## config.mk

```make
export PLATFORM = sky130hd
export DESIGN_NAME = hrpa_root_div
export DESIGN_NICKNAME = d
export VERILOG_FILES = /design/src/hdl/healpix_ring_pixel_to_angle_top_macros.svh /design/src/hdl/hrpa_pkg.sv /design/src/hdl/hrpa_root_div.sv
export SDC_FILE = /design/constraint.sdc
export NUM_CORES = 2
export LEC_CHECK = 0
export CAP_MARGIN = 20
export CORE_UTILIZATION = 45
export DETAILED_ROUTE_END_ITERATION = 6
export DONT_BUFFER_PORTS = 1
export RECOVER_POWER = 50
export SYNTH_ARGS = -nofsm -noshare
export SYNTH_HDL_FRONTEND = slang
export SYNTH_MEMORY_MAX_BITS = 65536
export SYNTH_SLANG_ARGS = --single-unit
```

## constraint.sdc

```tcl
create_clock -name clk -period 9.6 [get_ports clk]
set_input_delay 2.88 -clock clk [delete_from_list [all_inputs] [get_ports clk]]
set_output_delay 2.88 -clock clk [all_outputs]
set_load 0.005 [all_outputs]
```

## src/hdl/healpix_ring_pixel_to_angle_top_macros.svh

```systemverilog
// ----------------------------------------------------------------------------
// healpix ring pixel to angle assertion macros
// shared property shorthands, clocked on clk and disabled in reset
// ----------------------------------------------------------------------------
`ifndef HEALPIX_RING_PIXEL_TO_ANGLE_TOP_MACROS_SVH
`define HEALPIX_RING_PIXEL_TO_ANGLE_TOP_MACROS_SVH

// same-cycle implication
`define HRPA_ASSERT_IMP(lbl, ante, cons, msg) \
  lbl: assert property (@(posedge clk) disable iff (!rst_n) (ante) |-> (cons)) \
    else $error(msg);

// next-cycle implication
`define HRPA_ASSERT_NXT(lbl, ante, cons, msg) \
  lbl: assert property (@(posedge clk) disable iff (!rst_n) (ante) |=> (cons)) \
    else $error(msg);

`endif

```

## src/hdl/hrpa_pkg.sv

```systemverilog
// ----------------------------------------------------------------------------
// hrpa_pkg
// widths, region codes and stage records of the ring pixel to angle pipeline
// ----------------------------------------------------------------------------
`timescale 1ns / 1ps
`default_nettype none

package hrpa_pkg;

  localparam int PIX_W      = 44;
  localparam int N_W        = 21;
  localparam int REGION_W   = 2;
  localparam int RING_W     = 22;
  localparam int IPHI_W     = 23;
  localparam int Z_W        = 32;
  localparam int PHI_W      = 33;
  localparam int RAD_W      = 44;
  localparam int RREM_W     = 23;
  localparam int ROOT_W     = 22;
  localparam int DVD_W      = 42;
  localparam int DSH_W      = 22;
  localparam int ROOT_STEPS = 22;
  localparam int K_W        = 21;
  localparam int KSQ_W      = 41;
  localparam int M_W        = 23;
  localparam int ZN_W       = 42;
  localparam int FRAC_STEPS = 33;
  localparam int Q_W        = 33;
  localparam int T_W        = 55;
  localparam int PL_W       = 55;
  localparam int PH_W       = 53;

  localparam logic [N_W-1:0] N_MAX = N_W'(1) << 20;
  localparam logic [31:0]    PI_LO = 32'h885A308D;
  localparam logic [29:0]    PI_HI = 30'h3243F6A8;

  localparam logic [REGION_W-1:0] REG_NORTH = 2'd0;
  localparam logic [REGION_W-1:0] REG_BELT  = 2'd1;
  localparam logic [REGION_W-1:0] REG_SOUTH = 2'd2;

  typedef struct packed {
    logic [N_W-1:0]   n;
    logic [N_W+1:0]   n3;
    logic [N_W+1:0]   n4;
    logic [ZN_W-1:0]  nsq3;
    logic [PIX_W-1:0] npix;
    logic [ZN_W-1:0]  ncap;
    logic [PIX_W-1:0] nbelt;
  } cfg_t;

  typedef struct packed {
    logic [REGION_W-1:0] region;
    logic                invalid;
    logic [RAD_W-1:0]    rad;
    logic [PIX_W-1:0]    pv;
    logic [DVD_W-1:0]    dvd;
    logic [1:0]          ip_lo;
  } front_t;

  typedef struct packed {
    logic [REGION_W-1:0] region;
    logic                invalid;
    logic [RAD_W-1:0]    rad;
    logic [RREM_W-1:0]   rem;
    logic [ROOT_W-1:0]   root;
    logic [PIX_W-1:0]    pv;
    logic [DSH_W-1:0]    dsh;
    logic [N_W-1:0]      r;
    logic [ROOT_W-1:0]   q;
    logic [1:0]          ip_lo;
  } rstage_t;

  typedef struct packed {
    logic [REGION_W-1:0] region;
    logic                invalid;
    logic [RING_W-1:0]   ring;
    logic [IPHI_W-1:0]   iphi;
    logic                zneg;
    logic [ZN_W-1:0]     zrem;
    logic [Q_W-1:0]      zbits;
    logic [ZN_W-1:0]     zden;
    logic [Q_W-1:0]      zq;
    logic [N_W-1:0]      prem;
    logic [Q_W-1:0]      pbits;
    logic [N_W-1:0]      pden;
    logic [Q_W-1:0]      pq;
  } dstage_t;

endpackage

`default_nettype wire

```

## src/hdl/hrpa_root_div.sv

```systemverilog
// ----------------------------------------------------------------------------
// hrpa_root_div
// pipelined integer square root for the caps and divide by nside for the belt
// ----------------------------------------------------------------------------
`timescale 1ns / 1ps
`default_nettype none

module hrpa_root_div (
  input  wire logic              clk,
  input  wire logic              rst_n,
  input  wire logic              en,
  input  wire logic              in_v,
  input  wire hrpa_pkg::front_t  in_d,
  input  wire hrpa_pkg::cfg_t    cfg,
  output logic                   out_v,
  output hrpa_pkg::rstage_t      out_d
);
  import hrpa_pkg::*;

  rstage_t                 st_in [ROOT_STEPS];
  rstage_t                 st_r  [ROOT_STEPS];
  logic [ROOT_STEPS-1:0]   v_r;

  function automatic rstage_t root_step(input rstage_t s, input logic [N_W-1:0] n);
    rstage_t           o;
    logic [RREM_W+1:0] rem2;
    logic [RREM_W+1:0] trial;
    logic [N_W:0]      r2;
    logic              sq_ge;
    logic              dv_ge;
    o      = s;
    rem2   = {s.rem, s.rad[RAD_W-1 -: 2]};
    trial  = {1'b0, s.root, 2'b01};
    sq_ge  = rem2 >= trial;
    o.rem  = sq_ge ? RREM_W'(rem2 - trial) : rem2[RREM_W-1:0];
    o.root = {s.root[ROOT_W-2:0], sq_ge};
    o.rad  = s.rad << 2;
    r2     = {s.r, s.dsh[DSH_W-1]};
    dv_ge  = r2 >= {1'b0, n};
    o.r    = dv_ge ? N_W'(r2 - {1'b0, n}) : r2[N_W-1:0];
    o.q    = {s.q[ROOT_W-2:0], dv_ge};
    o.dsh  = s.dsh << 1;
    return o;
  endfunction

  always_comb begin
    st_in[0].region  = in_d.region;
    st_in[0].invalid = in_d.invalid;
    st_in[0].rad     = in_d.rad;
    st_in[0].rem     = '0;
    st_in[0].root    = '0;
    st_in[0].pv      = in_d.pv;
    st_in[0].dsh     = in_d.dvd[DSH_W-1:0];
    st_in[0].r       = {1'b0, in_d.dvd[DVD_W-1:DSH_W]};
    st_in[0].q       = '0;
    st_in[0].ip_lo   = in_d.ip_lo;
    for (int i = 1; i < ROOT_STEPS; i++) begin
      st_in[i] = st_r[i-1];
    end
  end

  always_ff @(posedge clk) begin
    if (!rst_n) begin
      v_r <= '0;
    end else if (en) begin
      v_r <= {v_r[ROOT_STEPS-2:0], in_v};
    end
  end

  always_ff @(posedge clk) begin
    if (en) begin
      for (int i = 0; i < ROOT_STEPS; i++) begin
        st_r[i] <= root_step(st_in[i], cfg.n);
      end
    end
  end

  assign out_v = v_r[ROOT_STEPS-1];
  assign out_d = st_r[ROOT_STEPS-1];

endmodule

`default_nettype wire

```

Yosys cells after proc, flatten, opt, wreduce, memory -nomap -nowiden
Memory sizes are Yosys's and may differ from the RTL's.
Cells that the tools add are included.
Widths: inputs -> output; s select.
- bits in registers: 22
- memories kept: 1
- output and inout bits: 204
- word-level logic and storage cells: 136
- memory bits (writable): 4400
- memory list (memory ; depth ; bits a word ; rd ports ; clocked after memory_dff ; write ports ; line ; source):
    st_r ; 22 ; 200 ; 22 ; 0 ; 22 ; hrpa_root_div.sv:21 ; rstage_t st_r [ROOT_STEPS];
- order comparisons: 44
- mux-type cells: 46
- add/subtract/negate cells: 44
- operators by type and width (cell ; count):
    $ge 25x24->1 ; 21
    $mux 23 ; 22
    $sub 23x23->23 ; 21
    $ge 22x21->1 ; 21
    $mux 21 ; 22
    $sub 21x21->21 ; 22
    $ge 21x21->1 ; 1
    $sub 2x1->3 const B ; 1
    $ge 2x1->1 const B ; 1
    $mux 1 ; 2

Logic depth before layout (Yosys ltp)
An unclocked memory read counts as a cell.
- depth after elaboration: 3
- depth in mapped cells: 15
- depth with buffers taken out: 13

Worst setup path after synthesis
Ideal clock, no wire load.
- kind: input-to-reg
- start point: input port cfg[219] (netlist bit)
- end point: memory st_r[0][37] (netlist bit), data pin
- arrival: 6888 ps
- path buffers: 1
- slack: 2452 ps
- cell stages on the path: 12
- data required time: 9340 ps
- path through: inv_1 -> ha_1 -> nor2b_1 -> o211ai_1 -> a31oi_1 -> o41ai_1 -> o21ai_1 -> a21o_1 -> a31oi_1 -> o21a_1 -> buf_1 -> mux2_2
- RTL lines (item ; line ; source):
    start, declared ; hrpa_root_div.sv:14 ; input wire hrpa_pkg::cfg_t cfg,
    end, declared ; hrpa_root_div.sv:21 ;

==> results.md <==
* MaxCap Viol Count at 2
* Die height at 566 um
* Drt first pass iters at 7
* Ys async rst share at 0%
* Core area at 316,000 um2
* Hold Path Stages at 0
* H-Tree Depth at 5
* Req. time, crit path at 10.14 ns
* Row cnt at 206
* RSZ-0062 raised after global routing: no
* GPL Wtd Cong at 0.896
* Setup TNS at 0 ns
* Post-synthesis sequential area ratio at 67.7%
* Syn-to-layout area delta at 11.6%
* Total power at 45.5 mW
* Clock root buffer: clkbuf_16
* Arr. time, crit path at 8.08 ns
* Vias in the first global route at 77,400
* Post-synth EDFFs at 3,216
* Max IR drop VDD at 0.255 mV
* Fin crit period at 7.53 ns
* Fin. max-slew vios at 75
* Grt total ovfl at 0
* Post_cts resized at 0
* Synth top area cells: edfxtp_1 (67%), ha_1 (6.5%), xnor2_1 (2.8%)
* Number of I/O pins at 582
* Worst R2R Start: st_r[2][742]
* GRT Overall Usage at 15.9%
* Power per cell area at 284 nW/um2
* Worst hold start: st_r[1][789]
* Family with the most delay on the worst path: buffers and inverters
* Status: complete, but fails checks
* Failing checks: design-rule violations, max-capacitance violations, max-slew violations
* Most frequent cells after synthesis: edfxtp_1 (3,216), ha_1 (740), a21oi_1 (610)
* CP max FO at 223
* Unique masters post-synth at 94
* Hold Path Class: register to register
* Pin count of the biggest net entering global routing at 297
* DIE AREA at 321,000 um2
* Initial antenna violation count at 15
* Leak at 59.2 nW
* Chip Width at 566 um
* Reg2Reg Depth at 9
* CTS Hold Buffers Added at 0
* FMAX at 133 MHz
* Initial DRC Count at 5,746
* Worst path max stage delay at 0.65 ns
* CTS tree: built
* Layout net count at 11,500
* Worst setup path start: en
* Synth top area share at 67.3%
* Post-DP HPWL at 173,000 um
* Synth Area per Inst at 14.3 um2
* CP Buf/Inv Count at 7
* Slew HR at -107%
* Post-synth top flop: edfxtp_1
* Final Hold Violating Endpoints at 0
* CP max-delay cell: buf_16
* FF+latch count, synth at 3,238
* CTS Buffer Depth at 4
* Crit-path most repeated cell: buf_16
* CTS buffer count at 346
* Avg Vias per Cell at 5.32
* Fraction of layout instances using a drive strength above 1 at 6.19%
* CTS Sinks at 3,238
* Top-count cell post-synth: edfxtp_1
* Max Clock Skew at 0.0662 ns
* Routed WL at 263,000 um
* CP Class: input pin to register
* Starting density of the core at 45.4%
* Setup Fix Bufs, Post-CTS at 0
* First-pass GRT wire length at 414,000 um
* Critical Path Source Type: input pin
* Mapped Area at 143,000 um2
* Biggest area consumer among synthesized cells: edfxtp_1
* DRC errors left at 1
* Clock transition at path regs at 0.06 ns
* Syn. warnings at 0
* Routed vias at 78,400
* CP Capture Type: register
* CP Cell Sequence: buf_16 > buf_16 > buf_16 > buf_16 > buf_16 > buf_16 > buf_16
* CP Depth at 7
* Setup-failing EPs final at 0
* DR WL/cell at 17.8 um
* Routed Antenna Nets at 0
* Period utilization at 78.5%
* Worst Tran Pin Value at 3.09 ns
* Input/output buffers at 0
* Clk_lat worst skew at 0.93 ns
* Synth Instances at 10,000
## routing by layer
metal / share of wire [%] / up-vias / GRT usage, %
met2: 46 / 1674 / 25.9
met4: 3.7 / 0 / 6.10
li1: - / 38500 / -
met1: 46 / 37600 / 21.5
met3: 4.4 / 607 / 2.31
met5: 0 / - / 0
## layout by cell type, fill, tap and decap left out, types with 23 or more instances in the layout
cell type,n
o211ai_1,31
a211oi_1,70
a21o_1,260
clkbuf_1,80
edfxtp_1,3216
and2_1,24
a21oi_1,609
or3_1,75
and3_1,49
nand3_1,140
nor2_1,557
mux2_1,246
o21ai_1,125
conb_1,67
nand2b_1,112
o31ai_1,58
buf_4,48
o21ai_0,415
xnor2_1,451
nor4_1,59
nand3b_1,23
mux2_2,38
mux2i_1,46
nand2_1,590
a31oi_1,76
or2_2,24
nor3_1,156
bufinv_16,31
o21bai_1,62
ha_1,740
clkbuf_16,349
xor2_1,285
nand4_1,86
inv_1,490
clkinv_2,50
clkinv_1,69
or4_1,32
nor2b_1,131
o21a_1,141
## metrics by stage
step	hold slack, ns	instance area (um2)	utilization, %	std cells	setup WS, ns
global route	0.406	160000	50.6	14700	1.64
detailed placement	0.405	149000	47.1	14100	1.22
finish	0.389	160000	50.6	14700	2.07
CTS	0.395	160000	50.6	14700	2.28
global placement	0.400	149000	47.1	14100	1.41
floorplan	0.400	144000	-	10100	2.45
## report_power, final
group          internal (mW)  switching, mW  total [mW]
Combinational           5.54           7.11        12.6
Sequential              18.6           1.19        19.8
Clock                   7.55           5.44        13.0
Total                   31.7           13.7        45.5
## flip-flops by register name, indices dropped and copies added (netlist names)
register  flops
st_r       3216
v_r          22
## final timing paths
| kind | endpoint | slack (ns) |
|---|---|---|
| worst max-delay path | st_r[2][465] | 2.07 |
| worst min-delay path | st_r[1][991] | 0.39 |
| worst max register to register | st_r[2][954] | 4.38 |
| worst min register to register | st_r[1][991] | 0.39 |
## cells by family after synthesis
group           share of synthesized area (%)
flops                                    67.7
simple gates                             7.21
compound gates                           9.22
fa+ha+maj                                6.76
xor+xnor                                 4.51
buf+inv                                  2.09
mux                                      2.55
other cells                           0.00262
## layout make-up
cell class / instances / area [um2]
sequential: 3238 / 97000
fill: 26100 / 156000
inverter: 501 / 1880
tap: 4160 / 5200
timing repair buffer: 83 / 993
multi-input combinational: 6141 / 43800
clock buffer: 417 / 8990
antenna: 7 / 17.5
clock inverter: 192 / 2140
Note: power is estimated with default switching activity, not from simulation.
