File: src/hdl/healpix_ring_pixel_to_angle_top_macros.svh
// ----------------------------------------------------------------------------
// healpix ring pixel to angle assertion macros
// shared property shorthands, clocked on clk and disabled in reset
// ----------------------------------------------------------------------------
`ifndef HEALPIX_RING_PIXEL_TO_ANGLE_TOP_MACROS_SVH
`define HEALPIX_RING_PIXEL_TO_ANGLE_TOP_MACROS_SVH

// same-cycle implication
`define HRPA_ASSERT_IMP(lbl, ante, cons, msg) \
  lbl: assert property (@(posedge clk) disable iff (!rst_n) (ante) |-> (cons)) \
    else $error(msg);

// next-cycle implication
`define HRPA_ASSERT_NXT(lbl, ante, cons, msg) \
  lbl: assert property (@(posedge clk) disable iff (!rst_n) (ante) |=> (cons)) \
    else $error(msg);

`endif

File: src/hdl/hrpa_pkg.sv
// ----------------------------------------------------------------------------
// hrpa_pkg
// widths, region codes and stage records of the ring pixel to angle pipeline
// ----------------------------------------------------------------------------
`timescale 1ns / 1ps
`default_nettype none

package hrpa_pkg;

  localparam int PIX_W      = 44;
  localparam int N_W        = 21;
  localparam int REGION_W   = 2;
  localparam int RING_W     = 22;
  localparam int IPHI_W     = 23;
  localparam int Z_W        = 32;
  localparam int PHI_W      = 33;
  localparam int RAD_W      = 44;
  localparam int RREM_W     = 23;
  localparam int ROOT_W     = 22;
  localparam int DVD_W      = 42;
  localparam int DSH_W      = 22;
  localparam int ROOT_STEPS = 22;
  localparam int K_W        = 21;
  localparam int KSQ_W      = 41;
  localparam int M_W        = 23;
  localparam int ZN_W       = 42;
  localparam int FRAC_STEPS = 33;
  localparam int Q_W        = 33;
  localparam int T_W        = 55;
  localparam int PL_W       = 55;
  localparam int PH_W       = 53;

  localparam logic [N_W-1:0] N_MAX = N_W'(1) << 20;
  localparam logic [31:0]    PI_LO = 32'h885A308D;
  localparam logic [29:0]    PI_HI = 30'h3243F6A8;

  localparam logic [REGION_W-1:0] REG_NORTH = 2'd0;
  localparam logic [REGION_W-1:0] REG_BELT  = 2'd1;
  localparam logic [REGION_W-1:0] REG_SOUTH = 2'd2;

  typedef struct packed {
    logic [N_W-1:0]   n;
    logic [N_W+1:0]   n3;
    logic [N_W+1:0]   n4;
    logic [ZN_W-1:0]  nsq3;
    logic [PIX_W-1:0] npix;
    logic [ZN_W-1:0]  ncap;
    logic [PIX_W-1:0] nbelt;
  } cfg_t;

  typedef struct packed {
    logic [REGION_W-1:0] region;
    logic                invalid;
    logic [RAD_W-1:0]    rad;
    logic [PIX_W-1:0]    pv;
    logic [DVD_W-1:0]    dvd;
    logic [1:0]          ip_lo;
  } front_t;

  typedef struct packed {
    logic [REGION_W-1:0] region;
    logic                invalid;
    logic [RAD_W-1:0]    rad;
    logic [RREM_W-1:0]   rem;
    logic [ROOT_W-1:0]   root;
    logic [PIX_W-1:0]    pv;
    logic [DSH_W-1:0]    dsh;
    logic [N_W-1:0]      r;
    logic [ROOT_W-1:0]   q;
    logic [1:0]          ip_lo;
  } rstage_t;

  typedef struct packed {
    logic [REGION_W-1:0] region;
    logic                invalid;
    logic [RING_W-1:0]   ring;
    logic [IPHI_W-1:0]   iphi;
    logic                zneg;
    logic [ZN_W-1:0]     zrem;
    logic [Q_W-1:0]      zbits;
    logic [ZN_W-1:0]     zden;
    logic [Q_W-1:0]      zq;
    logic [N_W-1:0]      prem;
    logic [Q_W-1:0]      pbits;
    logic [N_W-1:0]      pden;
    logic [Q_W-1:0]      pq;
  } dstage_t;

endpackage

`default_nettype wire

File: src/hdl/hrpa_ring_map.sv
// ----------------------------------------------------------------------------
// hrpa_ring_map
// ring, pixel in ring, z ratio operands and phi product over four stages
// ----------------------------------------------------------------------------
`timescale 1ns / 1ps
`default_nettype none

module hrpa_ring_map (
  input  wire logic              clk,
  input  wire logic              rst_n,
  input  wire logic              en,
  input  wire logic              in_v,
  input  wire hrpa_pkg::rstage_t in_d,
  input  wire hrpa_pkg::cfg_t    cfg,
  output logic                   out_v,
  output hrpa_pkg::dstage_t      out_d
);
  import hrpa_pkg::*;

  typedef struct packed {
    logic [REGION_W-1:0] region;
    logic                invalid;
    logic [K_W-1:0]      k;
    logic [KSQ_W-1:0]    ksq;
    logic [PIX_W-1:0]    pv;
    logic [ROOT_W-1:0]   q;
    logic [N_W-1:0]      r;
    logic [1:0]          ip_lo;
  } b1_t;

  typedef struct packed {
    logic [REGION_W-1:0] region;
    logic                invalid;
    logic [RING_W-1:0]   ring;
    logic [IPHI_W-1:0]   iphi;
    logic                zneg;
    logic [M_W-1:0]      m;
    logic [N_W-1:0]      d;
    logic [ZN_W-1:0]     znum;
    logic [ZN_W-1:0]     zden;
  } b2_t;

  typedef struct packed {
    b2_t             b2;
    logic [PL_W-1:0] pl;
    logic [PH_W-1:0] ph;
  } c1_t;

  logic [3:0]      v_r;
  b1_t             b1_r;
  b1_t             b1_nxt;
  b2_t             b2_r;
  b2_t             b2_nxt;
  c1_t             c1_r;
  c1_t             c1_nxt;
  dstage_t         c2_r;
  dstage_t         c2_nxt;
  logic [K_W+1:0]  kinc;
  logic [PIX_W:0]  iphi_w;
  logic [IPHI_W-1:0] iphi_m1;
  logic [IPHI_W-1:0] rem4n;
  logic [RING_W-1:0] diff;
  logic            q_gt;
  logic [PL_W:0]   sum_lo;
  logic [T_W-1:0]  tval;

  always_comb begin
    kinc          = (K_W+2)'(in_d.root) + (K_W+2)'(1);
    b1_nxt.region = in_d.region;
    b1_nxt.invalid = in_d.invalid;
    b1_nxt.k      = kinc[K_W:1];
    b1_nxt.ksq    = KSQ_W'(kinc[K_W:1] * kinc[K_W:1]);
    b1_nxt.pv     = in_d.pv;
    b1_nxt.q      = in_d.q;
    b1_nxt.r      = in_d.r;
    b1_nxt.ip_lo  = in_d.ip_lo;
  end

  always_comb begin
    rem4n   = {b1_r.r, b1_r.ip_lo};
    q_gt    = b1_r.q > {1'b0, cfg.n};
    diff    = q_gt ? b1_r.q - {1'b0, cfg.n} : {1'b0, cfg.n} - b1_r.q;
    iphi_w  = '0;
    iphi_m1 = '0;
    b2_nxt.region  = b1_r.region;
    b2_nxt.invalid = b1_r.invalid;
    case (b1_r.region)
      REG_NORTH: begin
        iphi_w  = {1'b0, b1_r.pv} + (PIX_W+1)'(1) - (PIX_W+1)'({b1_r.ksq, 1'b0})
                  + (PIX_W+1)'({b1_r.k, 1'b0});
        iphi_m1 = iphi_w[IPHI_W-1:0] - IPHI_W'(1);
        b2_nxt.ring = RING_W'(b1_r.k);
        b2_nxt.iphi = iphi_w[IPHI_W-1:0];
        b2_nxt.zneg = 1'b0;
        b2_nxt.m    = {iphi_m1[M_W-2:0], 1'b1};
        b2_nxt.d    = b1_r.k;
        b2_nxt.znum = cfg.nsq3 - ZN_W'(b1_r.ksq);
        b2_nxt.zden = cfg.nsq3;
      end
      REG_BELT: begin
        b2_nxt.ring = b1_r.q + RING_W'(cfg.n);
        b2_nxt.iphi = rem4n + IPHI_W'(1);
        b2_nxt.zneg = q_gt;
        b2_nxt.m    = {rem4n[M_W-2:0], ~b1_r.q[0]};
        b2_nxt.d    = cfg.n;
        b2_nxt.znum = ZN_W'({diff, 1'b0});
        b2_nxt.zden = ZN_W'(cfg.n3);
      end
      default: begin
        iphi_w  = (PIX_W+1)'({b1_r.ksq, 1'b0}) + (PIX_W+1)'({b1_r.k, 1'b0})
                  + (PIX_W+1)'(1) - {1'b0, b1_r.pv};
        iphi_m1 = iphi_w[IPHI_W-1:0] - IPHI_W'(1);
        b2_nxt.ring = RING_W'(cfg.n4 - (N_W+2)'(b1_r.k));
        b2_nxt.iphi = iphi_w[IPHI_W-1:0];
        b2_nxt.zneg = 1'b1;
        b2_nxt.m    = {iphi_m1[M_W-2:0], 1'b1};
        b2_nxt.d    = b1_r.k;
        b2_nxt.znum = cfg.nsq3 - ZN_W'(b1_r.ksq);
        b2_nxt.zden = cfg.nsq3;
      end
    endcase
  end

  always_comb begin
    c1_nxt.b2 = b2_r;
    c1_nxt.pl = PL_W'(PI_LO) * PL_W'(b2_r.m);
    c1_nxt.ph = PH_W'(PI_HI) * PH_W'(b2_r.m);
  end

  always_comb begin
    sum_lo = (PL_W+1)'(c1_r.pl) + (PL_W+1)'({c1_r.b2.d, 31'b0});
    tval   = T_W'(c1_r.ph) + T_W'(sum_lo[PL_W:32]);
    c2_nxt.region  = c1_r.b2.region;
    c2_nxt.invalid = c1_r.b2.invalid;
    c2_nxt.ring    = c1_r.b2.ring;
    c2_nxt.iphi    = c1_r.b2.iphi;
    c2_nxt.zneg    = c1_r.b2.zneg;
    c2_nxt.zrem    = ZN_W'(c1_r.b2.znum[ZN_W-1:2]);
    c2_nxt.zbits   = {c1_r.b2.znum[1:0], (Q_W-2)'(0)};
    c2_nxt.zden    = c1_r.b2.zden;
    c2_nxt.zq      = '0;
    c2_nxt.prem    = tval[Q_W+N_W-1:Q_W];
    c2_nxt.pbits   = tval[Q_W-1:0];
    c2_nxt.pden    = c1_r.b2.d;
    c2_nxt.pq      = '0;
  end

  always_ff @(posedge clk) begin
    if (!rst_n) begin
      v_r <= '0;
    end else if (en) begin
      v_r <= {v_r[2:0], in_v};
    end
  end

  always_ff @(posedge clk) begin
    if (en) begin
      b1_r <= b1_nxt;
      b2_r <= b2_nxt;
      c1_r <= c1_nxt;
      c2_r <= c2_nxt;
    end
  end

  assign out_v = v_r[3];
  assign out_d = c2_r;

endmodule

`default_nettype wire

File: config.mk
export PLATFORM = sky130hd
export DESIGN_NAME = hrpa_ring_map
export DESIGN_NICKNAME = d
export VERILOG_FILES = /design/src/hdl/healpix_ring_pixel_to_angle_top_macros.svh /design/src/hdl/hrpa_pkg.sv /design/src/hdl/hrpa_ring_map.sv
export SDC_FILE = /design/constraint.sdc
export NUM_CORES = 2
export LEC_CHECK = 0
export ABC_AREA = 0
export BUFFER_PORTS_ARGS = -buffer_cell sky130_fd_sc_hd__buf_2
export CAP_MARGIN = 20
export CORE_ASPECT_RATIO = 0.9
export CORE_MARGIN = 10
export CORE_UTILIZATION = 50
export DETAILED_ROUTE_END_ITERATION = 7
export PLACE_DENSITY = 0.77
export RECOVER_POWER = 100
export SLEW_MARGIN = 30
export SYNTH_ARGS = -nofsm -noshare
export SYNTH_HDL_FRONTEND = slang
export SYNTH_SLANG_ARGS = --single-unit
export TNS_END_PERCENT = 30
File: constraint.sdc
create_clock -name clk -period 11.2 [get_ports clk]
set_input_delay 0.56 -clock clk [delete_from_list [all_inputs] [get_ports clk]]
set_output_delay 0.56 -clock clk [all_outputs]
set_load 0.02 [all_outputs]
Yosys cells after proc, flatten, opt, wreduce, memory -nomap -nowiden:

Index checks and enable logic that the tools add are counted.
Widths: inputs -> output; s select.

* add/subtract/negate cells: 17
* multipliers: 3
* magnitude comparators: 1
* equality and inequality tests: 1
* multiplexer cells: 2
* bitwise operators: 1
* reduce and logical (&&, ||, !) cells: 1

Operator list (number)
* $pmux 174 s2: 1
* $add 23x1->23 const B: 3
* $add 55x52->56: 1
* $mul 32x23->55 const A: 1
* $add 53x24->54: 1
* $mul 27x23->50 const A: 1
* $add 23x22->23: 2
* $sub 23x23->23: 2
* $sub 22x1->22 const B: 2
* $sub 22x21->22: 2
* $sub 42x41->42: 1
* $mul 21x21->41: 1
* $add 22x1->22 const B: 1
* $add 22x21->22: 1
* $gt 22x21->1: 1
* $mux 22: 1
* $sub 21x22->22: 1
* $eq 2x1->1 const B: 1
* $logic_not 2->1: 1
* $not 1->1: 1

* register bits after elaboration: 781
* input port bits: 446
* output and inout bits: 308

Longest topological paths before layout:

* word-level depth: 5
* depth in mapped cells: 35

Least setup slack after synthesis:

Ideal clock, no wire load.

* kind: input -> register
* from: input port in_d[117] (netlist name)
* to: register b1_r[128] (netlist name) (data pin)
* data arrival time: 7.945 ns
* slack: 2.997 ns
* cell stages on the path: 33
* path through: and3_1 > and3_1 > nand3_1 > nor2_1 > and3_1 > xnor2_1 > inv_1 > clkbuf_1 > nand2_1 > fa_1 > inv_1 > fa_1 > inv_1 > fa_1 > inv_1 > fa_1 > fa_1 > fa_1 > inv_1 > fa_1 > inv_1 > ha_1 > a21o_1 > a21o_1 > a21o_1 > a2111oi_0 > o311a_1 > o21ai_1 > a31oi_1 > nor2b_1 > o21a_1 > o22ai_1 > xnor2_1

RTL lines
* start, declared: line hrpa_ring_map.sv:13 `input wire hrpa_pkg::rstage_t in_d,`
* end signal, assigned: line hrpa_ring_map.sv:158 `b1_r <= b1_nxt;`
* end, declared: line hrpa_ring_map.sv:50 `b1_t b1_r;`

==> run summary <==
drt first pass iters: 6
RSZ-0062 raised after global routing: false
Synth Instances: 6473
most frequent cell after synthesis: inv_1
largest area contributor in the netlist: edfxtp_1
Placed Instances: 8658
Async S/R FF share, synth: 0%
Arrival @ worst endpoint: 10.36 ns
IO buf count: 413
post-cts hold buffer count: 46
Post-synth top flop: edfxtp_1
non-filler cells in the finished layout: 8855
Max Clk Rate: 0.101 GHz
Layout area overhead: 9.46%
Routed WL: 201000 um
Wirelength per Cell: 22.6 um
DRT iter0 DRCs: 4213
RePlAce Congestion: 0.981
pin count of the biggest net entering global routing: 146
status: finished with violations
clock sinks: 748
post-CTS setup buffer count: 0
Slew Limit Fails: 882
die span in x: 414 um
# resized after CTS: 0
initial antenna violation count: 30
core area: 0.138 mm^2
clock root buffer: clkbuf_16
antenna viol nets, final: 0
CP required: 11.65 ns
area of the mapped netlist: 0.0697 mm^2
flip-flop and latch count after synthesis: 748
Yosys top cell area share: 32.0%
Final Critical Period: 9.91 ns
period utilization: 88.5%
startpoint types: primary input
Avg Synthesized Cell Area: 10.8 um^2
CP Class: in -> reg
max_slew headroom: -320%
top post-synthesis cells by area: edfxtp_1 (32%), fa_1 (21%), ha_1 (15%)
HP Class: in -> reg
# DRC: 0
Finish-stage setup viols: 0
Initial Utilization: 50.5%
grt total ovfl: 0
register area share after synthesis: 32.2%
Max stage delay cell, worst path: clkbuf_1
EDFF count, synth: 744
Ports: 754
vias per cell: 5.53
Layout Skew: 0.0681 ns
Detailed Place HPWL: 164000 um
clock-pin transition on the worst setup and hold timing paths: 0.07 ns
Tot GR Track Use: 25.6%
via count: 49.0k
die area: 0.155 mm^2
Synth cell types: 90
die height: 374 um
Max-cap violations: 13
clk_lat worst skew: 0.72 ns
vias in the first global route: 50.6k
worst-margin pin slew: 6.31 ns
share of cells above drive strength 1: 5.45%
Fin. Hold Viols: 0
CTS buffer count: 78
crit-path max cell delay: 0.83 ns
Area after DPL: 0.0738 mm^2
Fill cells: 11.8k
first-pass GRT wire length: 302000 um
synth warn: 0
Max Buffers Root-to-Sink: 3
Core Rows: 129
H-tree depth: 3
Synth top cells by count: inv_1 (1288), ha_1 (841), edfxtp_1 (744), fa_1 (744), nand2_1 (397)
Setup TNS Final: 0 ns
post-route cell area: 0.0763 mm^2
CTS tree: done
failing checks: capacitance limit, slew limit
nets: 8982
CP Capture Type: flop
Most common cell on crit path: fa_1
worst-path maximum fanout: 13
[critical path, delay by kind of cell]
family / cells / cell delay, ns
fa+ha+maj: 8 / 3.85
buf+inv: 8 / 2.22
simple gates: 8 / 1.77
compound gates: 7 / 1.68
xor+xnor: 2 / 0.27
[worst paths after layout]
kind,slack [ns],to,startpoint,depth (start not counted)
worst max-delay path,1.29,b1_r[129],in_d[117],33
worst min-delay path,0.04,b1_r[43],in_d[22],1
worst max register to register,2.66,c1_r[95],b2_r[106],23
worst min register to register,0.41,c1_r[154],b2_r[46],0
[cell type report]
class / count / area (um^2) / share of cell area (%)
Antenna cell: 12 / 30.0 / 0.0393
Clock buffer: 81 / 1960 / 2.57
Clock inverter: 57 / 582 / 0.762
Inverter: 1296 / 4860 / 6.37
Multi-Input combinational cell: 4303 / 41500 / 54.4
Sequential cell: 748 / 22400 / 29.4
Tap cell: 1834 / 2290 / 3.01
Timing Repair Buffer: 524 / 2620 / 3.43
[routing by layer]
| metal | routed length, um | track usage [%] | part of all wire, % |
|---|---|---|---|
| met5 | 180 | 0 | 0.090 |
| met3 | 18100 | 6.55 | 9.0 |
| met2 | 93500 | 41.5 | 47 |
| met4 | 11400 | 12.4 | 5.7 |
| met1 | 77400 | 31.8 | 39 |
[cell families after synthesis]
family | synth area share (%)
AO/OA/AOI/OAI | 9.31
flip-flops | 32.2
XOR/XNOR | 4.43
multiplexers | 0.659
AND/OR/NAND/NOR | 8.25
other | 0.00538
adder cells (fa/ha/maj) | 36.5
buffers and inverters | 8.74
[registers in the layout, summed over array words and instances, names as in the netlist]
register and flops:
c1_r 228, b2_r 177, v_r 4, b1_r 131
out_d 208
[placed cells by master (no fill, tap or decap), types with 80 or more instances in the layout]
master / instances
inv_1: 1289
ha_1: 841
fa_1: 744
edfxtp_1: 744
nand2_1: 397
nor2_1: 328
a21oi_1: 274
clkbuf_1: 268
xnor2_1: 248
o21ai_0: 208
buf_2: 182
a21o_1: 150
xor2_1: 101
conb_1: 99
nor3_1: 80
[per-stage QoR]
step | utilization, % | setup WS (ns) | hold slack, ns
CTS | 55.7 | 2.46 | 0.000954
finish | 55.3 | 1.29 | 0.0394
global route | 55.3 | 1.03 | 0.0199
global placement | 53.5 | 1.94 | 0.400
detailed placement | 53.5 | 1.75 | 0.405
floorplan | - | 3.00 | 0.400
Power is left out: the tool's default activity adds up to more than one toggle a clock period on the data nets, which glitch-free logic cannot reach.
