**src/hdl/healpix_ring_pixel_to_angle_top_macros.svh**
```systemverilog
// ----------------------------------------------------------------------------
// healpix ring pixel to angle assertion macros
// shared property shorthands, clocked on clk and disabled in reset
// ----------------------------------------------------------------------------
`ifndef HEALPIX_RING_PIXEL_TO_ANGLE_TOP_MACROS_SVH
`define HEALPIX_RING_PIXEL_TO_ANGLE_TOP_MACROS_SVH

// same-cycle implication
`define HRPA_ASSERT_IMP(lbl, ante, cons, msg) \
  lbl: assert property (@(posedge clk) disable iff (!rst_n) (ante) |-> (cons)) \
    else $error(msg);

// next-cycle implication
`define HRPA_ASSERT_NXT(lbl, ante, cons, msg) \
  lbl: assert property (@(posedge clk) disable iff (!rst_n) (ante) |=> (cons)) \
    else $error(msg);

`endif

```
**src/hdl/hrpa_pkg.sv**
```systemverilog
// ----------------------------------------------------------------------------
// hrpa_pkg
// widths, region codes and stage records of the ring pixel to angle pipeline
// ----------------------------------------------------------------------------
`timescale 1ns / 1ps
`default_nettype none

package hrpa_pkg;

  localparam int PIX_W      = 44;
  localparam int N_W        = 21;
  localparam int REGION_W   = 2;
  localparam int RING_W     = 22;
  localparam int IPHI_W     = 23;
  localparam int Z_W        = 32;
  localparam int PHI_W      = 33;
  localparam int RAD_W      = 44;
  localparam int RREM_W     = 23;
  localparam int ROOT_W     = 22;
  localparam int DVD_W      = 42;
  localparam int DSH_W      = 22;
  localparam int ROOT_STEPS = 22;
  localparam int K_W        = 21;
  localparam int KSQ_W      = 41;
  localparam int M_W        = 23;
  localparam int ZN_W       = 42;
  localparam int FRAC_STEPS = 33;
  localparam int Q_W        = 33;
  localparam int T_W        = 55;
  localparam int PL_W       = 55;
  localparam int PH_W       = 53;

  localparam logic [N_W-1:0] N_MAX = N_W'(1) << 20;
  localparam logic [31:0]    PI_LO = 32'h885A308D;
  localparam logic [29:0]    PI_HI = 30'h3243F6A8;

  localparam logic [REGION_W-1:0] REG_NORTH = 2'd0;
  localparam logic [REGION_W-1:0] REG_BELT  = 2'd1;
  localparam logic [REGION_W-1:0] REG_SOUTH = 2'd2;

  typedef struct packed {
    logic [N_W-1:0]   n;
    logic [N_W+1:0]   n3;
    logic [N_W+1:0]   n4;
    logic [ZN_W-1:0]  nsq3;
    logic [PIX_W-1:0] npix;
    logic [ZN_W-1:0]  ncap;
    logic [PIX_W-1:0] nbelt;
  } cfg_t;

  typedef struct packed {
    logic [REGION_W-1:0] region;
    logic                invalid;
    logic [RAD_W-1:0]    rad;
    logic [PIX_W-1:0]    pv;
    logic [DVD_W-1:0]    dvd;
    logic [1:0]          ip_lo;
  } front_t;

  typedef struct packed {
    logic [REGION_W-1:0] region;
    logic                invalid;
    logic [RAD_W-1:0]    rad;
    logic [RREM_W-1:0]   rem;
    logic [ROOT_W-1:0]   root;
    logic [PIX_W-1:0]    pv;
    logic [DSH_W-1:0]    dsh;
    logic [N_W-1:0]      r;
    logic [ROOT_W-1:0]   q;
    logic [1:0]          ip_lo;
  } rstage_t;

  typedef struct packed {
    logic [REGION_W-1:0] region;
    logic                invalid;
    logic [RING_W-1:0]   ring;
    logic [IPHI_W-1:0]   iphi;
    logic                zneg;
    logic [ZN_W-1:0]     zrem;
    logic [Q_W-1:0]      zbits;
    logic [ZN_W-1:0]     zden;
    logic [Q_W-1:0]      zq;
    logic [N_W-1:0]      prem;
    logic [Q_W-1:0]      pbits;
    logic [N_W-1:0]      pden;
    logic [Q_W-1:0]      pq;
  } dstage_t;

endpackage

`default_nettype wire

```
**src/hdl/hrpa_front.sv**
```systemverilog
// ----------------------------------------------------------------------------
// hrpa_front
// input register and region classification, root and divide operands
// ----------------------------------------------------------------------------
`timescale 1ns / 1ps
`default_nettype none

module hrpa_front (
  input  wire logic                      clk,
  input  wire logic                      rst_n,
  input  wire logic                      en,
  input  wire logic                      in_v,
  input  wire logic [hrpa_pkg::PIX_W-1:0] in_pix,
  input  wire hrpa_pkg::cfg_t            cfg,
  output logic                           out_v,
  output hrpa_pkg::front_t               out_d
);
  import hrpa_pkg::*;

  logic             s0_v_r;
  logic [PIX_W-1:0] s0_pix_r;
  logic             s1_v_r;
  front_t           s1_r;
  front_t           s1_nxt;
  logic [PIX_W-1:0] ip_s;
  logic [PIX_W-1:0] ip_sm1;
  logic [PIX_W-1:0] ip_b;
  logic             is_north;
  logic             is_belt;

  always_comb begin
    is_north = s0_pix_r < {2'b00, cfg.ncap};
    is_belt  = s0_pix_r < cfg.nbelt;
    ip_s     = cfg.npix - s0_pix_r;
    ip_sm1   = ip_s - PIX_W'(1);
    ip_b     = s0_pix_r - {2'b00, cfg.ncap};
    s1_nxt.invalid = s0_pix_r >= cfg.npix;
    if (is_north) begin
      s1_nxt.region = REG_NORTH;
    end else if (is_belt) begin
      s1_nxt.region = REG_BELT;
    end else begin
      s1_nxt.region = REG_SOUTH;
    end
    s1_nxt.rad   = is_north ? {s0_pix_r[PIX_W-2:0], 1'b1} : {ip_sm1[PIX_W-2:0], 1'b1};
    s1_nxt.pv    = is_north ? s0_pix_r : ip_s;
    s1_nxt.dvd   = ip_b[PIX_W-1:2];
    s1_nxt.ip_lo = ip_b[1:0];
  end

  always_ff @(posedge clk) begin
    if (!rst_n) begin
      s0_v_r <= 1'b0;
      s1_v_r <= 1'b0;
    end else if (en) begin
      s0_v_r <= in_v;
      s1_v_r <= s0_v_r;
    end
  end

  always_ff @(posedge clk) begin
    if (en) begin
      s0_pix_r <= in_pix;
      s1_r     <= s1_nxt;
    end
  end

  assign out_v = s1_v_r;
  assign out_d = s1_r;

endmodule

`default_nettype wire

```
**config.mk**
```make
export PLATFORM = sky130hd
export DESIGN_NAME = hrpa_front
export DESIGN_NICKNAME = d
export VERILOG_FILES = /design/src/hdl/healpix_ring_pixel_to_angle_top_macros.svh /design/src/hdl/hrpa_pkg.sv /design/src/hdl/hrpa_front.sv
export SDC_FILE = /design/constraint.sdc
export NUM_CORES = 1
export LEC_CHECK = 0
export ABC_AREA = 1
export BUFFER_PORTS_ARGS = -buffer_cell sky130_fd_sc_hd__buf_4
export CAP_MARGIN = 20
export CORE_MARGIN = 3
export CORE_UTILIZATION = 49
export CTS_BUF_LIST = sky130_fd_sc_hd__clkbuf_8 sky130_fd_sc_hd__clkbuf_16
export CTS_CLUSTER_DIAMETER = 150
export DETAILED_ROUTE_END_ITERATION = 8
export PLACE_DENSITY = 0.76
export SYNTH_ARGS = -nofsm -noshare
export SYNTH_HDL_FRONTEND = slang
export SYNTH_SLANG_ARGS = --single-unit
```
**constraint.sdc**
```tcl
create_clock -name clk -period 4.02 [get_ports clk]
set_input_delay 0.603 -clock clk [delete_from_list [all_inputs] [get_ports clk]]
set_output_delay 0.603 -clock clk [all_outputs]
set_load 0.05 [all_outputs]
```
# Yosys cells after proc, flatten, opt, wreduce, memory -nomap -nowiden
# Index checks and enable logic that the tools add are counted.
word_totals:
  reg_bits: 181
  input_bits: 287
  output_inout_bits: 136
  wordCells: 18
op_classes:
  addsub: 3
  magnitude_cmp: 3
  n_mux: 3
ops:
  columns: ["cell", "n"]
  rows:
  - ["$mux 44", 2]
  - ["$ge 44x44->1", 1]
  - ["$lt 44x42->1", 1]
  - ["$lt 44x44->1", 1]
  - ["$sub 44x42->44", 1]
  - ["$sub 44x44->44", 1]
  - ["$sub 43x1->43 const B", 1]
  - ["$mux 2", 1]

# Longest topological paths before layout
# Gate-level depths: netlist of the first run.
logic_depth:
  word_depth: 3
  ltp_mapped: 23

# Least setup slack after synthesis of the first run
# Ideal clock, no wire load.
synth_timing:
  path_type: "in2reg"
  start: "input cfg[86] (netlist name)"
  end: "register s1_r, in the netlist out_d[113], data pin"
  t_arrival_ns: 2.747
  required_ns: 3.767
  path_slack_ns: 1.020
  cell_stages: 18
  n_path_buf: 0
  path_cell_list: "inv_1 ha_1 inv_1 fa_1 inv_1 ha_1 inv_1 a21oi_1 nand2_1 inv_1 nand3_2 nor2_4 nand2_2 nor2_1 nand4_2 nand2b_1 o21ai_1 inv_1"
synth_lines:
  columns: ["element", "line", "rtl"]
  rows:
  - ["from (decl)", "hrpa_front.sv:14", "input wire hrpa_pkg::cfg_t cfg,"]
  - ["to (signal assigned)", "hrpa_front.sv:64", "s1_r <= s1_nxt;"]
  - ["to (decl)", "hrpa_front.sv:23", "front_t s1_r;"]

==> results of run 1 <==
## layout by cell type (no fill, tap or decap), types with 3 or more instances in the layout
cell and count:
nand2_1 580, inv_1 373, buf_4 326, nor2_1 211, edfxtp_1 178, ha_1 130, a21oi_1 125, nand3_1 110
o21ai_0 100, xor2_1 32, nand4_1 27, nand2_2 21, a31oi_1 19, nor2_2 18, xnor2_1 17, clkbuf_16 17
o21a_1 15, o21ai_1 12, inv_2 12, a21o_1 11, nor3_1 10, nand3_2 9, nor4_1 7, and2_1 7
nand3b_1 7, inv_6 6, and3_1 5, o21bai_1 5, clkinv_1 5, o221ai_1 4, o31ai_1 4, nor2_4 4
clkinv_2 4, o211ai_1 3, nand4_2 3, a211oi_1 3
## where the power goes
part,switching [mW],internal [mW]
clock,0.758,0.874
combinational,2.37,1.04
sequential,0.132,2.43
## per-stage QoR
stage / utilization / setup WS, ns
finish: 0.620 / 0.394
floorplan: - / 1.02
detailed placement: 0.602 / 0.217
CTS: 0.620 / 0.513
global placement: 0.602 / 0.326
global route: 0.620 / 0.0973
## synth_stat cells, drive strengths merged, types with 5 or more instances
cell type and count:
a31oi 19, nor3 12, buf 10, nor4 7, o21ai 112, and2 7, nand3b 8, nor2 234
nand2 603, ha 130, and3 5, clkinv 5, xor2 32, a21oi 127, nand4 30, o21a 15
edfxtp 178, xnor2 17, o21bai 5, inv 384, nand3 119, a21o 11
## final timing paths
path                 endpoint  slack (ns)  cells after the start
setup / recovery   out_d[127]        0.39                     18
hold / removal    s0_pix_r[1]        0.31                      1
setup reg to reg   out_d[127]        0.39                     18
hold reg to reg         out_v        0.50                      2
## cells by family after synthesis
group                      count (synthesis)
xor gates and xnor gates                  49
DFF                                      180
AOI/OAI and AO/OA                        311
and+or+nand+nor                         1028
adders and majority gates                132
buffers and inverters                    400
other                                      1
muxes                                      2
## registers in the layout, indices dropped and copies added, names as in the netlist
name      cells
out_d       134
s0_pix_r     44
out_v         1
s0_v_r        1
## per-layer routing
metal,routed length (µm),vias to the layer above,GRT usage
li1,-,7579,-
met1,23200,7193,0.438
met2,24700,753,0.522
met3,4350,117,0.0544
met4,1620,0,0.102
met5,0,-,0
## area by class of cell
class / count / share of cell area
inverter: 389 / 0.0782
antenna: 1 / 0.000134
sequential: 180 / 0.288
timing repair buffer: 329 / 0.134
tap: 390 / 0.0261
multi-input combinational: 1523 / 0.444
clock buffer: 18 / 0.0235
clock inverter: 14 / 0.00656
==> flow_metrics.env, run 1 <==
export IMPL_htree_levels=4
export IMPL_syn_nets=2522
export IMPL_layout_nets=2859
export IMPL_coreArea_um2=30100
export IMPL_worstMarginPinSlew_ns=0.662
export IMPL_synth_top_area_share=0.352
export IMPL_seqCellArea_um2=5390
export IMPL_drcViolationCount=0
export IMPL_outcome="completed"
export IMPL_postRouteWirelength_mm=53.9
export IMPL_arrival_ns=3.84
export IMPL_layout_area_overhead_vs_synth_pct=23.0
export IMPL_clock_latency_ns=0.46
export IMPL_grt_ovfl_total=0
export IMPL_num_io_pins=423
export IMPL_synth_top_family_by_area="simple AND/OR/NAND/NOR gates"
export IMPL_hold_class="primary input to flip-flop"
export IMPL_numPlacedInstances=2811
export IMPL_finalClockSkew_ns=0.0113
export IMPL_slew_headroom=0.553
export IMPL_cts_tree="done"
export IMPL_vias=15600
export IMPL_timing_fmax_mhz=276
export IMPL_fin_cells=2844
export IMPL_postCtsHoldBufs=0
export IMPL_post_dp_cell_area_um2=18100
export IMPL_postSynthCellCount=2103
export IMPL_drv_cap=0
export IMPL_viasPerCell=5.50
export IMPL_yosys_area_top_type="edfxtp_1"
export IMPL_ir_drop_mv=0.308
export IMPL_path_common_cell="inv_1"
export IMPL_numCtsBuffers=17
export IMPL_clk_pin_slew_ns=0.07
export IMPL_cts_resized=0
export IMPL_grt_usage=0.321
export IMPL_grt_max_degree=71
export IMPL_yosys_area_share_simple=0.292
export IMPL_die_height_um=182
export IMPL_synthMuxAreaShare=0.00140
export IMPL_tns_ns=0
export IMPL_avgSynthCellArea_um2=7.22
export IMPL_grt_pass1_vias=15000
export IMPL_async_reset_ff_frac=0
export IMPL_synth_compound_area_frac=0.114
export IMPL_r2r_start="s0_pix_r[0]"
export IMPL_place_gp_congestion=1.00
export IMPL_ys_types=56
export IMPL_fillers=2756
export IMPL_die_width_um=182
export IMPL_crit_type="flip-flop to flip-flop"
export IMPL_synth_seq_area_share=0.355
export IMPL_die_area_um2=33100
export IMPL_portBuffers=312
export IMPL_synthAdderAreaFrac=0.110
export IMPL_p_leak_nw=9.46
export IMPL_critical_path_required_ns=4.24
export IMPL_synth_xor_area_frac=0.0283
export IMPL_start_util=0.504
export IMPL_dpl_hpwl_mm=45.5
export IMPL_setup_viol=0
export IMPL_multi_input_area_um2=8290
export IMPL_cts_buffer_depth=2
export IMPL_ys_warn_count=0
export IMPL_hold_worst_slack_ns=0.315
export IMPL_p_per_area_nw_per_um2=406
export IMPL_grt_setup_unrepaired="no"
export IMPL_drv_slew=0
export IMPL_drtPass1Iterations=7
export IMPL_worstSetupStartpoint="s0_pix_r[0]"
export IMPL_final_antenna_net_count=0
export IMPL_synthFlopType="edfxtp_1"
export IMPL_grt_pass1_wl_mm=81.8
export IMPL_clockRootBuffer="clkbuf_16"
export IMPL_antenna_found_initial=1
export IMPL_syn_cell_area_um2=15200
export IMPL_wl_per_cell_um=19.0
export IMPL_cp_end_kind="flip-flop"
export IMPL_rows=63
export IMPL_path_buf_inv=5
export IMPL_hold_path_startpoint="in_pix[1]"
export IMPL_drive_above_1_share=0.179
export IMPL_critPathLaunchType="flip-flop"
export IMPL_fin_crit_sh=0.902
export IMPL_cts_setup_buffers=0
export IMPL_layout_min_cycle_time_ns=3.63
export IMPL_fin_area_um2=18700
export IMPL_slowest_delay_ns=0.45
export IMPL_total_power_mw=7.59
export IMPL_cts_sinks=180
export IMPL_critPathTopFamily="simple AND/OR/NAND/NOR gates"
export IMPL_path_cells="ha_1 > inv_1 > fa_1 > inv_1 > ha_1 > inv_1 > a21oi_1 > nand2_1 > inv_1 > nand3_2 > nor2_4 > nand2_2 > nor2_1 > nand4_1 > nor2_1 > nand4_1 > nand2_1 > inv_1"
export IMPL_finalHoldViolations=0
export IMPL_drtIter0Drc=1402
export IMPL_synth_edf_count=178
export IMPL_synth_seq_cells=180
export IMPL_crit_fanout=4
export IMPL_crit_slowest_cell="edfxtp_1"
export IMPL_yosys_top_cells_area="edfxtp_1, nand2_1, ha_1, inv_1, nor2_1"
Note: power is estimated with default switching activity, not from simulation.
==> run 2, diff against run 1 <==
Settings changed: BUFFER_PORTS_ARGS -buffer_cell sky130_fd_sc_hd__buf_4 to -buffer_cell sky130_fd_sc_hd__buf_2, CORE_UTILIZATION 49 to 54, PLACE_DENSITY 0.76 to 0.82.
==> run 2 against run 1 <==
Net effect:
- die area decreased by 9.0%
- fmax increased by 2.9%
- non-clock buffer count unchanged
- cell count decreased by 0.49%
- sequential power about the same
==> flow_metrics.env, run 2 (synthesis gave the netlist of run 1 again) <==
export IMPL_dpl_hpwl_mm=42.6
export IMPL_cts_setup_buffers=0
export IMPL_grt_max_degree=103
export IMPL_grt_setup_unrepaired="no"
export IMPL_worstSetupStartpoint="s0_pix_r[33]"
export IMPL_numCtsBuffers=17
export IMPL_grt_pass1_vias=14800
export IMPL_slew_headroom=0.494
export IMPL_clk_pin_slew_ns=0.08
export IMPL_r2r_start="s0_pix_r[33]"
export IMPL_drcViolationCount=0
export IMPL_coreArea_um2=27300
export IMPL_critPathLaunchType="flip-flop"
export IMPL_cts_resized=0
export IMPL_outcome="completed"
export IMPL_hold_class="primary input to flip-flop"
export IMPL_die_width_um=174
export IMPL_timing_fmax_mhz=284
export IMPL_cts_buffer_depth=2
export IMPL_finalClockSkew_ns=0.0183
export IMPL_place_gp_congestion=1.03
export IMPL_crit_fanout=17
export IMPL_largest_reg_flops=134
export IMPL_drive_above_1_share=0.179
export IMPL_tns_ns=0
export IMPL_p_per_area_nw_per_um2=415
export IMPL_r2r_end="out_d[101]"
export IMPL_p_leak_nw=9.19
export IMPL_finalHoldViolations=0
export IMPL_vias=15700
export IMPL_crit_type="flip-flop to flip-flop"
export IMPL_htree_levels=4
export IMPL_reg2reg_depth=11
export IMPL_clockRootBuffer="clkbuf_16"
export IMPL_cp_end_kind="flip-flop"
export IMPL_final_common_cell="nand2_1"
export IMPL_grt_usage=0.326
export IMPL_grt_pass1_wl_mm=77.2
export IMPL_drtPass1Iterations=8
export IMPL_fin_util=0.655
export IMPL_cts_sinks=180
export IMPL_layout_nets=2859
export IMPL_wl_per_cell_um=18.1
export IMPL_final_antenna_net_count=0
export IMPL_layout_min_cycle_time_ns=3.52
export IMPL_die_height_um=174
export IMPL_die_area_um2=30200
export IMPL_cp_endpoint="out_d[101]"
export IMPL_ir_drop_mv=0.292
export IMPL_postCtsHoldBufs=0
export IMPL_mostFrequentLayoutCells="nand2_1, inv_1, buf_2, nor2_1, edfxtp_1"
export IMPL_antenna_found_initial=5
export IMPL_layout_area_overhead_vs_synth_pct=17.8
export IMPL_fin_area_um2=17900
export IMPL_num_io_pins=423
export IMPL_postRouteWirelength_mm=51.1
export IMPL_portBuffers=312
export IMPL_viasPerCell=5.53
export IMPL_arrival_ns=3.74
export IMPL_drtIter0Drc=1707
export IMPL_critical_path_required_ns=4.24
export IMPL_rows=60
export IMPL_worstMarginPinSlew_ns=0.752
export IMPL_drv_cap=0
export IMPL_start_util=0.556
export IMPL_total_power_mw=7.42
export IMPL_clock_latency_ns=0.45
export IMPL_fin_crit_sh=0.876
export IMPL_setup_viol=0
export IMPL_cts_tree="done"
export IMPL_rrSetupSlack_ns=0.50
export IMPL_drv_slew=0
export IMPL_grt_ovfl_total=0
export IMPL_post_dp_cell_area_um2=17300
-- run 2: changes by cell type in the layout (fill, tap and decap cells not counted), moves of 3 or more --
cell      before  now
inv_6          6    3
clkinv_4       1    4
buf_2          0  311
clkinv_8       0    3
diode_2        1    5
buf_4        326   16
-- run 2: worst min-delay path by stage --
stage                     from      endpoint  slack [ns]  cells past startpoint
floorplan               s0_v_r         out_v        0.45                      2
global placement        s0_v_r         out_v        0.46                      2
detailed placement      s0_v_r         out_v        0.51                      2
CTS                 in_pix[30]  s0_pix_r[30]        0.33                      1
global route         in_pix[2]   s0_pix_r[2]        0.33                      1
finish               in_pix[2]   s0_pix_r[2]        0.33                      1
-- run 2: critical path: stages (launching register included) --
cell,delay (ns)
edfxtp_1,0.51
ha_1,0.41
a21o_1,0.22
a31oi_1,0.22
o21ai_1,0.15
a21oi_1,0.23
nand3_2,0.47
buf_4,0.36
buf_4,0.19
o21ai_0,0.26
o21ai_0,0.15
o41ai_1,0.10
-- run 2: per-stage QoR --
step / setup WS [ns] / std cells / hold slack (ns)
final: 0.497 / 2830 / 0.328
after global routing: 0.297 / 2830 / 0.325
after CTS: 0.581 / 2825 / 0.328
after detailed placement: 0.340 / 2793 / 0.513
after global placement: 0.405 / 2793 / 0.457
after floorplan: 1.02 / 2103 / 0.448
-- run 2: where the power goes --
group | switching [mW] | internal (mW)
registers | 0.121 | 2.42
logic | 2.34 | 0.869
clock network | 0.848 | 0.822
total | 3.31 | 4.11
-- run 2: metal layers --
layer / track usage / routed length (µm) / vias up
met4: 0.133 / 2140 / 0
met3: 0.0339 / 4430 / 143
met2: 0.532 / 23100 / 819
li1: - / - / 7571
met1: 0.445 / 21400 / 7119
met5: 0 / 0 / -
-- run 2: area by class of cell --
type	count	area, µm²
clock inverters	15	146
well taps	372	465
repair buffers	329	1710
multi-input cells	1523	8290
clock buffers	17	425
diodes	5	12.5
fillers	2479	9440
inverters	389	1460
flip-flops and latches	180	5390
==> run 3, diff against run 2 <==
Settings changed: ABC_AREA 1 to default, CORE_UTILIZATION 54 to 53, SLEW_MARGIN from default to 5.
==> run 3 against run 2 <==
Net effect:
- synthesized cell count is 30% lower
- worst hold slack improved by 0.0027 ns
- global-route usage decreased by 0.79 points
- cell count fell by 17%
- fmax is 11% lower
- wire length shrank 9.1%
- count of clock-buffer cells in the layout is the same
- combinational power is 14% higher
- sequential share of layout area shrank 0.85 points
- register-to-register slack got worse by 0.44 ns
- clock power about the same
- area after synthesis shrank 9.2%
- largest power group unchanged
==> flow_metrics.env, run 3 <==
export IMPL_htree_levels=4
export IMPL_synth_seq_cells=180
export IMPL_ir_drop_mv=0.285
export IMPL_p_int_mw=4.60
export IMPL_yosys_area_top_type="edfxtp_1"
export IMPL_finalHoldViolations=0
export IMPL_seqCellArea_um2=5390
export IMPL_synthFlopType="edfxtp_1"
export IMPL_multi_input_area_um2=7930
export IMPL_ys_warn_count=0
export IMPL_crit_slowest_cell="or4b_4"
export IMPL_drcViolationCount=0
export IMPL_drv_slew=0
export IMPL_grt_max_degree=73
export IMPL_power_frac_seq=0.325
export IMPL_grt_pass1_vias=13200
export IMPL_viasPerCell=5.82
export IMPL_min_path_cells=1
export IMPL_fin_util=0.725
export IMPL_setup_viol=0
export IMPL_timing_fmax_mhz=252
export IMPL_coreArea_um2=25400
export IMPL_r2r_start="s0_pix_r[18]"
export IMPL_mostFrequentLayoutCells="buf_2, buf_4, edfxtp_1, inv_1, ha_1"
export IMPL_clock_latency_ns=0.44
export IMPL_drtIter0Drc=1447
export IMPL_synth_seq_area_share=0.390
export IMPL_clockPowerShare=0.212
export IMPL_dp_slack_ns=-0.488
export IMPL_ys_types=92
export IMPL_critPathLaunchType="flip-flop"
export IMPL_cp_end_kind="flip-flop"
export IMPL_die_area_um2=28000
export IMPL_drive_above_1_share=0.336
export IMPL_grt_usage=0.318
export IMPL_synthMuxAreaShare=0.0161
export IMPL_synth_xor_area_frac=0.0451
export IMPL_cts_sinks=180
export IMPL_synth_compound_area_frac=0.198
export IMPL_grt_setup_unrepaired="yes"
export IMPL_syn_nets=1901
export IMPL_fillers=1963
export IMPL_layout_area_overhead_vs_synth_pct=33.5
export IMPL_largest_reg_flops=134
export IMPL_syn_cell_area_um2=13800
export IMPL_drtPass1Iterations=5
export IMPL_crit_fanout=5
export IMPL_cts_tree="done"
export IMPL_slowest_delay_ns=0.58
export IMPL_comb_power_share=0.464
export IMPL_path_cells="inv_1 > ha_1 > and4_1 > nand2_1 > nor2_1 > a21o_1 > or3_4 > and2_4 > or4_4 > or4b_4 > nor3_4 > mux2_4"
export IMPL_critical_path_required_ns=4.21
export IMPL_start_util=0.543
export IMPL_grt_pass1_wl_mm=70.8
export IMPL_outcome="completed"
export IMPL_wl_per_cell_um=19.7
export IMPL_die_height_um=167
export IMPL_synth_edf_count=178
export IMPL_finalClockSkew_ns=0.0207
export IMPL_yosys_top_cells_area="edfxtp_1, ha_1, inv_1, a21oi_1, xnor2_1"
export IMPL_p_leak_nw=8.71
export IMPL_p_per_area_nw_per_um2=427
export IMPL_portBuffers=312
export IMPL_hold_path_startpoint="in_pix[28]"
export IMPL_hold_class="primary input to flip-flop"
export IMPL_reg2reg_depth=12
export IMPL_synth_top_area_share=0.388
export IMPL_synthTopCellsByCount="edfxtp_1, inv_1, ha_1, a21oi_1, nand2_1"
export IMPL_avgSynthCellArea_um2=9.31
export IMPL_yosys_area_share_simple=0.170
export IMPL_switching_power_mw=3.26
export IMPL_synth_top_family_by_area="compound AO/OA/AOI/OAI gates"
export IMPL_numCtsBuffers=17
export IMPL_yosysMostFrequentCell="edfxtp_1"
export IMPL_worstMarginPinSlew_ns=0.749
export IMPL_fin_crit_sh=0.986
export IMPL_arrival_ns=4.15
export IMPL_crit_type="flip-flop to flip-flop"
export IMPL_switching_share=0.415
export IMPL_worstSetupStartpoint="s0_pix_r[18]"
export IMPL_antenna_found_initial=2
export IMPL_setup_ws_ns=0.0556
export IMPL_clk_pin_slew_ns=0.08
export IMPL_die_width_um=167
export IMPL_num_io_pins=423
export IMPL_total_power_mw=7.87
export IMPL_place_gp_congestion=0.972
export IMPL_clockRootBuffer="clkbuf_16"
export IMPL_postRouteWirelength_mm=46.5
export IMPL_vias=13700
export IMPL_final_common_cell="buf_2"
export IMPL_postSynthCellCount=1482
export IMPL_drv_cap=0
export IMPL_grt_ovfl_total=0
export IMPL_async_reset_ff_frac=0
export IMPL_layout_min_cycle_time_ns=3.96
export IMPL_rows=58
export IMPL_final_antenna_net_count=0
export IMPL_synthAdderAreaFrac=0.121
export IMPL_dpl_hpwl_mm=37.6
export IMPL_layout_nets=2438
export IMPL_cts_buffer_depth=2
export IMPL_slew_headroom=0.501
-- run 3: layout make-up --
cell class | instances | area share
flip-flops and latches | 180 | 0.293
clock inverters | 15 | 0.00775
clock buffers | 17 | 0.0231
well taps | 330 | 0.0224
repair buffers | 563 | 0.190
multi-input cells | 1094 | 0.431
inverters | 163 | 0.0339
diodes | 1 | 0.000136
-- run 3: path summary, 6_finish.rpt --
path	endpoint	slack, ns
setup / recovery	out_d[116]	0.06
hold reg to reg	s0_v_r	0.54
setup reg to reg	out_d[116]	0.06
hold / removal	s0_pix_r[28]	0.33
-- run 3: kinds of logic after synthesis --
logic type / after synthesis
multiplexers: 21
flip-flops: 180
AND/OR/NAND/NOR: 453
other: 1
buffers and inverters: 208
XOR/XNOR: 71
AO/OA/AOI/OAI: 416
adder cells (fa/ha/maj): 132
-- run 3: worst max-delay path, delay by kind of cell (launching register included) --
kind | cells | cell delay (ns)
buffers and inverters | 1 | 0.21
adder cells (fa/ha/maj) | 1 | 0.34
flip-flops | 1 | 0.41
AO/OA/AOI/OAI | 1 | 0.21
AND/OR/NAND/NOR | 8 | 2.25
multiplexers | 1 | 0.31
-- run 3: routing by layer --
| metal | part of all wire | routed length (µm) | up-vias | track usage |
|---|---|---|---|---|
| met4 | 0.033 | 1520 | 2 | 0.107 |
| met5 | 0.00028 | 13 | - | 0 |
| met2 | 0.44 | 20400 | 750 | 0.486 |
| met3 | 0.092 | 4250 | 90 | 0.0515 |
| li1 | - | - | 6535 | - |
| met1 | 0.44 | 20200 | 6371 | 0.463 |
-- run 3: stage by stage --
stage          area, µm²  hold WS (ns)  cells  setup TNS, ns
4_1_cts            18100         0.317   2353              0
3_5_place_dp       17500         0.524   2318          -6.01
5_1_grt            18400         0.316   2363         -0.175
2_1_floorplan      13800         0.482   1482        -0.0766
3_3_place_gp       17500         0.501   2318          -4.66
6_report           18400         0.331   2363              0
-- run 3: what timing repair did --
| action | in CTS | in global routing |
|---|---|---|
| hold endpoints to repair | 0 | 0 |
| endpoints found under the setup margin | 9 | 18 |
| setup buffers | 3 | 9 |
| cloned | 0 | 0 |
| hold buffers | 0 | 0 |
| pin swaps | 3 | 15 |
| gates resized for setup | 8 | 53 |
-- run 3: power groups by stage --
stage	Clock [mW]	Combinational (mW)	Sequential, mW
after CTS	1.68	3.51	2.55
after global placement	0	3.41	2.58
after detailed placement	0	3.48	2.59
after floorplan	0	1.45	3.39
final	1.66	3.65	2.55
after global routing	1.77	3.90	2.58
